<file path="config.mk">
export PLATFORM = sky130hd
export DESIGN_NAME = slmt_cfg
export DESIGN_NICKNAME = d
export VERILOG_FILES = /design/src/sv/slmt_pkg.sv /design/src/sv/slmt_cfg.sv
export SDC_FILE = /design/constraint.sdc
export NUM_CORES = 1
export LEC_CHECK = 0
export BUFFER_PORTS_ARGS = -buffer_cell sky130_fd_sc_hd__buf_2
export CAP_MARGIN = 5
export CORE_ASPECT_RATIO = 1.1
export CORE_MARGIN = 4
export CORE_UTILIZATION = 38
export CTS_CLUSTER_DIAMETER = 40
export CTS_CLUSTER_SIZE = 20
export DETAILED_ROUTE_END_ITERATION = 6
export PLACE_DENSITY_LB_ADDON = 0.12
export SYNTH_ARGS = -nofsm -noshare
export SYNTH_HDL_FRONTEND = slang
export SYNTH_SLANG_ARGS = --single-unit
</file>
<file path="constraint.sdc">
create_clock -name clk_i -period 1.6 [get_ports clk_i]
set_input_delay 0.08 -clock clk_i [delete_from_list [all_inputs] [get_ports clk_i]]
set_output_delay 0.08 -clock clk_i [all_outputs]
set_load 0.02 [all_outputs]
</file>
<file path="src/sv/slmt_pkg.sv">
// Shared types, constants and helpers for the scrolling LED matrix text driver.
// Used by every module of the block; depends on nothing else.
package slmt_pkg;

  // Defaults for the top-level parameters.
  localparam int BUFFER_DEPTH_DEF = 64;
  localparam int FONT_GLYPHS_DEF  = 96;

  // Field widths of the stream items.
  localparam int OP_W     = 2;
  localparam int CHAR_W   = 8;
  localparam int FADDR_W  = 10;
  localparam int ROW_W    = 8;
  localparam int BCOUNT_W = 7;
  localparam int IN_DATA_W  = 32;
  localparam int OUT_DATA_W = 32;

  // Glyph geometry and character mapping.
  localparam int GLYPH_ROWS = 8;
  localparam logic [CHAR_W-1:0] FIRST_GLYPH_CODE = 8'h20;

  // Configuration port.
  localparam int CFG_ADDR_W = 3;
  localparam int CFG_DATA_W = 32;
  localparam int DELAY_W    = 16;
  localparam logic CFG_REG_SCROLL_DELAY = 1'b0;
  localparam logic [DELAY_W-1:0] SCROLL_DELAY_RESET = 16'd64;

  // Item operations.
  typedef enum logic [OP_W-1:0] {
    OP_PUT   = 2'd0,
    OP_TICK  = 2'd1,
    OP_FONT  = 2'd2,
    OP_PURGE = 2'd3
  } op_e;

  // Commands from the controller to the datapath.
  typedef struct packed {
    logic sample;  // block idle: read memories at the current state
    logic load;    // an input item is taken this cycle
    logic exec;    // apply the held item and load the result register
  } cmd_t;

  // Mirror a byte so that bit 0 drives the leftmost column.
  function automatic logic [ROW_W-1:0] flip_byte(input logic [ROW_W-1:0] v);
    logic [ROW_W-1:0] r;
    for (int i = 0; i < ROW_W; i++) begin
      r[ROW_W-1-i] = v[i];
    end
    return r;
  endfunction

endpackage

</file>
<file path="src/sv/slmt_cfg.sv">
// Configuration register file of the scrolling LED matrix text driver.
// Holds the scroll delay behind an APB-style port; depends on slmt_pkg.
module slmt_cfg (
  input  logic                             clk_i,
  input  logic                             rst_ni,
  input  logic                             psel,
  input  logic                             penable,
  input  logic                             pwrite,
  input  logic [slmt_pkg::CFG_ADDR_W-1:0]  paddr,
  input  logic [slmt_pkg::CFG_DATA_W-1:0]  pwdata,
  output logic [slmt_pkg::CFG_DATA_W-1:0]  prdata,
  output logic                             pready,
  output logic [slmt_pkg::DELAY_W-1:0]     scroll_delay_o
);

  logic [slmt_pkg::DELAY_W-1:0] scroll_delay_q;
  logic                         sel_delay;

  // Only word zero is decoded; other words read as zero and ignore writes.
  assign sel_delay = (paddr[2] == slmt_pkg::CFG_REG_SCROLL_DELAY);
  assign pready    = 1'b1;

  always_ff @(posedge clk_i or negedge rst_ni) begin
    if (!rst_ni) begin
      scroll_delay_q <= slmt_pkg::SCROLL_DELAY_RESET;
    end else if (psel && penable && pwrite && pready && sel_delay) begin
      scroll_delay_q <= pwdata[slmt_pkg::DELAY_W-1:0];
    end
  end

  // Read back.
  always_comb begin
    prdata = '0;
    if (sel_delay) begin
      prdata = slmt_pkg::CFG_DATA_W'(scroll_delay_q);
    end
  end

  assign scroll_delay_o = scroll_delay_q;

endmodule

</file>
# After elaboration in Yosys (flattened, before gate mapping)

Index checks and enable logic that the tools add are counted.

Muxes and demuxes: 1
Bitwise gates (word level): 1
Reduce and logical (&&, ||, !) cells: 3

Operators by type and width:

| kind               | number |
|---|---|
| 16-bit two-way mux | 1 |
| 1-bit logical AND  | 3 |
| 1-bit inverter     | 1 |

Flip-flop bits (word level): 16
Output and inout bits: 49
Logic and storage cells: 6

# Longest topological paths before layout

Gate-level depths: netlist of the first run.

Depth in word-level cells: 3
Gate-level depth with buffers: 3
Depth with buffers taken out: 2

# Worst setup path before layout of the first run

Ideal clock, no wire load.

Path kind: flip-flop to output port
From: register scroll_delay_q, in the netlist scroll_delay_o[6]
To: output port prdata[6] (netlist name)
Arrival time: 0.935 ns
Slack: 0.585 ns
Stages on the path, launching flop included: 2
Cell sequence: dfstp_2 > nor2b_1

Longest elaborated chain between the ends: 1

Ends and longest elaborated chain:

| item                     | line           | RTL |
|---|---|---|
| start: declaration       | slmt_cfg.sv:16 | `logic [slmt_pkg::DELAY_W-1:0] scroll_delay_q;` |
| start signal: assignment | slmt_cfg.sv:25 | `scroll_delay_q <= slmt_pkg::SCROLL_DELAY_RESET;` |
| start signal: assignment | slmt_cfg.sv:27 | `scroll_delay_q <= pwdata[slmt_pkg::DELAY_W-1:0];` |
| 16-bit two-way mux       | slmt_cfg.sv:34 | `if (sel_delay) begin` |
| end: declaration         | slmt_cfg.sv:11 | `output logic [slmt_pkg::CFG_DATA_W-1:0] prdata,` |

No other way between the ends.

# Final worst setup path of the first run

Ends and elaborated chain as after synthesis.

==> results by group, run 1 <==
Clocking
  – CTS Buffer Depth: 2
  – Max H-tree Level: 1
  – Worst-path clk slew: 0.10 ns
  – Setup bufs post-CTS: 0
  – Clock Sinks: 16
  – Root buffer cell: clkbuf_4
  – CTS tree: done
  – Clk_lat worst skew: 0.28 ns
  – Number of CTS-inserted buffers: 3

Power
  – Sw frac: 0.3679
  – Clock Power Share: 0.193
  – Pleak: 0.6898 nW
  – Overall power: 1.396 mW
  – Reg power frac: 0.396
  – VDD IR-drop max: 0.5847 mV
  – Power Dens Cells: 1200 nW/um^2
  – Pint: 882.4 uW
  – Net Sw Power: 513.7 uW
  – Logic pwr share: 0.411

Routing
  – DR iter-0 viols: 0
  – Drt wl/cell: 11.52 um
  – Final ANT Viol Nets: 0
  – Via density: 3.981
  – Met2 wire len: 942 um
  – DRT Wirelength: 1.774 mm
  – Detail Route met3 WL: 158 um
  – Drt drc: 0
  – Wire length on met1: 648 um
  – Via count: 613
  – Top layer in use: met4
  – First-pass DRT Iterations: 1

Floorplanning
  – Core Rows: 18
  – Area of the core: 2252 sq um
  – Die Area: 3215 sq um
  – Die W: 54.43 um
  – Die Span Y: 59.07 um
  – # IOs: 89
  – Initial core utilization: 0.4000

Global route
  – Largest net degree at the start of global routing: 18
  – Grt ovf: 0
  – Gr usage total: 0.1095
  – Initial antenna violation count: 0
  – Number of global-route vias before repair: 515
  – First-pass GRT wire length: 2.525 mm

Worst setup path
  – Crit path kind: reg2out
  – Critical path data arrival time: 1.11 ns
  – Required @ worst endpoint: 1.52 ns
  – CP peak stage delay: 0.55 ns
  – CP Max Fanout: 3
  – FF-to-FF setup slack: 0.83 ns
  – Startpoint Class: register
  – Crit path capture type: primary output
  – CP cell instances: nor2b_1, buf_2
  – CP max-delay cell: dfstp_2

Finish
  – Fillcell total: 214
  – Max reg flops: 16
  – # nets final: 165
  – Finished layout cell area: 1164 sq um
  – Register area: 401.6 sq um
  – Final Util: 0.5167
  – Multi-input logic area: 412.9 sq um
  – Area grow syn2layout: 29.17%
  – Ant diodes: 0
  – Share of layout cells above drive strength 1: 0.6048

Synth
  – Part of the Yosys area used for sequential elements: 0.4458
  – Cells after synthesis: 70
  – Syn_area_per_cell: 12.87 sq um
  – Mapped cell area: 900.9 sq um
  – Warnings, synthesis: 0
  – Synth cell types: 11
  – Synth Register Bits: 16

Place
  – # port buffers: 53
  – DP Area: 1117 sq um
  – Final Wtd Congestion: 0.6268
  – HPWL after DPL: 1.341 mm

Timing
  – Fin crit period: 1.186 ns
  – Setup violators final: 0
  – Final Hold Fails: 0
  – RSZ-0062 raised after global routing: false
  – Post-route setup TNS: 0 ns
  – Maximum clock frequency: 0.8430 GHz
  – Final Skew: 0 ns
  – Final max-slew violation count: 0
  – Final Cycle Share: 0.7414

Outcome
  – Status: finished clean

Job
  – MaxCap Viol Count: 0

Min path
  – HP Class: in2reg
==> power groups by stage <==
stage / combinational (mW) / sequential (mW) / clock, mW
4_1_cts: 0.583 / 0.556 / 0.280
3_3_place_gp: 0.577 / 0.558 / 0
2_1_floorplan: 0.304 / 0.673 / 0
6_report: 0.574 / 0.553 / 0.269
3_5_place_dp: 0.579 / 0.563 / 0
5_1_grt: 0.614 / 0.570 / 0.296
==> timing repair <==
action / in CTS / in global routing
hold endpoints to repair: 16 / 0
resized for setup: 0 / 0
endpoints found under the setup margin: 0 / 0
hold buffers: 1 / 0
==> cells in the final DEF, fill, tap and decap left out <==
cell type      instances
dlygate4sd3_1          1
clkbuf_4               3
nand4b_4               1
mux2_2                 6
dfrtp_1               15
dfstp_2                1
clkbuf_8               1
buf_2                 53
conb_1                17
nor2b_1               10
mux2_4                10
and2b_1                6
==> cell usage after synthesis <==
master / n / area [sq um]
and2b_1: 6 / 45.04
buf_4: 17 / 127.6
dfrtp_1: 15 / 375.4
conb_1: 2 / 7.510
mux2_2: 6 / 67.56
dfstp_2: 1 / 26.28
nand4b_4: 1 / 23.77
buf_6: 1 / 11.26
nor2b_1: 10 / 62.56
clkbuf_1: 1 / 3.750
mux2_4: 10 / 150.1
==> worst max-delay path, delay by kind of cell (launching register included) <==
kind | cells | cell delay [ns]
flops | 1 | 0.55
simple gates | 1 | 0.11
buf+inv | 1 | 0.16
==> cell type report <==
class	count	area share
clock buffers	4	0.03118
multi-input cells	50	0.3548
well taps	30	0.03226
flip-flops and latches	16	0.3452
repair buffers	54	0.2366
==> through the flow <==
stage / hold WS [ns] / worst slack [ns] / cells
floorplan: -0.2156 / 0.5847 / 85
global placement: 0.01623 / 0.3111 / 149
detailed placement: 0.01870 / 0.3094 / 149
CTS: 0.005868 / 0.3965 / 154
global route: 0.008505 / 0.3507 / 154
finish: 0.01691 / 0.4138 / 154
==> routing by layer <==
metal,vias up,global-route usage
li1,302,-
met1,279,0.1288
met2,30,0.1829
met3,2,0.01008
met4,0,0.07473
met5,-,0
==> path summary, 6_finish.rpt <==
check                           depth (start not counted)                            from                              to
max in group asynchronous                               2                          rst_ni   scroll_delay_o[6]$_DFFE_PN1P_
worst max register to register                          1  scroll_delay_o[13]$_DFFE_PN0P_  scroll_delay_o[13]$_DFFE_PN0P_
worst min register to register                          1  scroll_delay_o[11]$_DFFE_PN0P_  scroll_delay_o[11]$_DFFE_PN0P_
min in group asynchronous                               2                          rst_ni  scroll_delay_o[14]$_DFFE_PN0P_
worst min-delay path                                    2                       pwdata[8]   scroll_delay_o[8]$_DFFE_PN0P_
worst max-delay path                                    2   scroll_delay_o[6]$_DFFE_PN1P_                       prdata[6]
==> logic make-up (layout without fill, tap and decap cells) <==
family / count (synthesis) / count (layout) / share of synthesized area
buffers and inverters: 19 / 58 / 0.1583
DFF: 16 / 16 / 0.4458
muxes: 16 / 16 / 0.2417
other: 2 / 17 / 0.008336
and+or+nand+nor: 17 / 17 / 0.1458
Note: power is estimated with default switching activity, not from simulation.
==> run 2: changes to the inputs <==
--- a/config.mk
+++ b/config.mk
@@ -9,7 +9,7 @@
 export CAP_MARGIN = 5
 export CORE_ASPECT_RATIO = 1.1
 export CORE_MARGIN = 4
-export CORE_UTILIZATION = 38
+export CORE_UTILIZATION = 32
 export CTS_CLUSTER_DIAMETER = 40
 export CTS_CLUSTER_SIZE = 20
 export DETAILED_ROUTE_END_ITERATION = 6
==> constraint.sdc (replaced) <==
create_clock -name clk_i -period 1.06 [get_ports clk_i]
set_input_delay 0.053 -clock clk_i [delete_from_list [all_inputs] [get_ports clk_i]]
set_output_delay 0.053 -clock clk_i [all_outputs]
set_load 0.02 [all_outputs]
==> run 2 against run 1 <==
The flow now finishes with violations (setup timing). Power grew 65%. Clock skew is the same. Via count grew 17%. Hold slack gained 0.19 ns. Largest power group unchanged.
==> results by group, run 2 (same netlist as run 1, synthesis figures left out) <==
Outcome
  – Status: finished with violations
  – Failing checks: setup timing

Min path
  – HP Class: in2async

Timing
  – Final Cycle Share: 1.067
  – Setup violators final: 1
  – Final Skew: 0 ns
  – RSZ-0062 raised after global routing: true
  – Fin crit period: 1.131 ns
  – Final Hold Fails: 0
  – Setup slack after layout: -0.07056 ns
  – Post-route setup TNS: -0.07056 ns
  – Final max-slew violation count: 0
  – Maximum clock frequency: 0.8845 GHz

Power
  – Pleak: 0.8171 nW
  – Power Dens Cells: 1567 nW/um^2
  – VDD IR-drop max: 1.123 mV
  – Overall power: 2.297 mW

Global route
  – First-pass GRT wire length: 3.291 mm
  – Gr usage total: 0.1156
  – Grt ovf: 0
  – Largest net degree at the start of global routing: 17
  – Initial antenna violation count: 0
  – Number of global-route vias before repair: 693

Worst setup path
  – Startpoint Class: register
  – Crit path kind: reg2out
  – CP peak stage delay: 0.55 ns
  – FF-to-FF path depth: 2
  – RR Startpoint: scroll_delay_o[9]$_DFFE_PN0P_
  – CP max-delay cell: dfstp_2
  – CP Max Fanout: 3
  – Crit path capture type: primary output
  – Required @ worst endpoint: 1.01 ns
  – Crit path buf inv count: 1
  – FF-to-FF setup slack: 0.17 ns
  – Critical path data arrival time: 1.08 ns
  – CP cell instances: nor2b_4, buf_6
  – CP top delay family: flip-flops
  – Crit Reg-Reg Endpoint: scroll_delay_o[9]$_DFFE_PN0P_

Finish
  – Max reg flops: 16
  – Area grow syn2layout: 62.78%
  – Share of layout cells above drive strength 1: 0.5646
  – Ant diodes: 0
  – Fillcell total: 216
  – Commonest non-fill, non-tap cell in the layout: buf_2
  – Finished layout cell area: 1466 sq um
  – # nets final: 188
  – Most frequent cells in the layout: buf_2, conb_1, dlygate4sd3_1, dfrtp_1

Clocking
  – CTS tree: done
  – Number of CTS-inserted buffers: 3
  – Clk_lat worst skew: 0.28 ns
  – Worst-path clk slew: 0.10 ns
  – Clock Sinks: 16
  – CTS Buffer Depth: 2
  – Max H-tree Level: 1
  – Root buffer cell: clkbuf_4

Place
  – # port buffers: 53
  – HPWL after DPL: 1.465 mm
  – DP Area: 1166 sq um
  – Post-place setup slack: 0.09466 ns
  – Final Wtd Congestion: 0.6524

Routing
  – Drt wl/cell: 12.19 um
  – Via density: 4.022
  – Drt drc: 0
  – DR iter-0 viols: 10
  – DRT Wirelength: 2.170 mm
  – Final ANT Viol Nets: 0
  – Via count: 716
  – First-pass DRT Iterations: 4

Floorplanning
  – Area of the core: 2591 sq um
  – Die W: 58.59 um
  – Die Area: 3729 sq um
  – Core Rows: 19
  – Initial core utilization: 0.3477
  – # IOs: 89
  – Die Span Y: 63.65 um

Job
  – MaxCap Viol Count: 0
-- run 2: cell types whose count changed in the layout (fill, tap and decap cells not counted), sizes merged --
cell / before / now
buf: 53 / 60
dlygate4sd3: 1 / 17
-- run 2: layout make-up --
type                    instances  area, sq um  share of cell area
well taps                      31        38.79             0.02645
multi-input cells              50        420.4              0.2867
clock buffers                   4        36.28             0.02474
flip-flops and latches         16        401.6              0.2739
repair buffers                 77        569.3              0.3882
-- run 2: worst register-to-register path, cell delays in order, from the launching register on --
cell and delay (ns):
dfrtp_1 0.40, buf_4 0.13, mux2_4 0.25
-- run 2: power by group --
part | leakage (nW) | internal, mW | total (mW) | switching (mW)
clock network | 0.0210 | 0.209 | 0.399 | 0.190
registers | 0.191 | 0.751 | 0.831 | 0.0798
logic | 0.606 | 0.526 | 1.07 | 0.541
-- run 2: worst max-delay path by stage --
stage	start	endpoint	cells after the start
global placement	paddr[2]	scroll_delay_o[0]$_DFFE_PN0P_	4
global route	scroll_delay_o[6]$_DFFE_PN1P_	prdata[6]	2
CTS	scroll_delay_o[6]$_DFFE_PN1P_	prdata[6]	2
floorplan	scroll_delay_o[6]$_DFFE_PN1P_	prdata[6]	1
detailed placement	paddr[2]	scroll_delay_o[1]$_DFFE_PN0P_	4
finish	scroll_delay_o[6]$_DFFE_PN1P_	prdata[6]	2
-- run 2: timing repair --
item / 4_1_cts / 5_1_grt
hold buffers: 17 / 0
hold endpoints to repair: 32 / 0
gates cloned: 0 / 0
pin swaps: 0 / 0
resized for setup: 1 / 20
setup endpoints to repair: 1 / 15
buffers inserted: 0 / 4
-- run 2: through the flow --
| stage | instances | utilization | hold slack [ns] |
|---|---|---|---|
| 2_1_floorplan | 85 | - | -0.2426 |
| 3_3_place_gp | 153 | 0.4500 | -0.01143 |
| 3_5_place_dp | 153 | 0.4500 | -0.005056 |
| 4_1_cts | 174 | 0.5307 | 0.2039 |
| 5_1_grt | 178 | 0.5659 | 0.2397 |
| 6_report | 178 | 0.5659 | 0.2094 |
-- run 2: per-layer routing --
metal	GRT usage	wire length, um	share of wire	vias to the layer above
li1	-	-	-	345
met1	0.1298	832	0.38	327
met2	0.1969	1098	0.51	40
met3	0.03469	208	0.096	4
met4	0.05099	30	0.014	0
met5	0	0	0	-
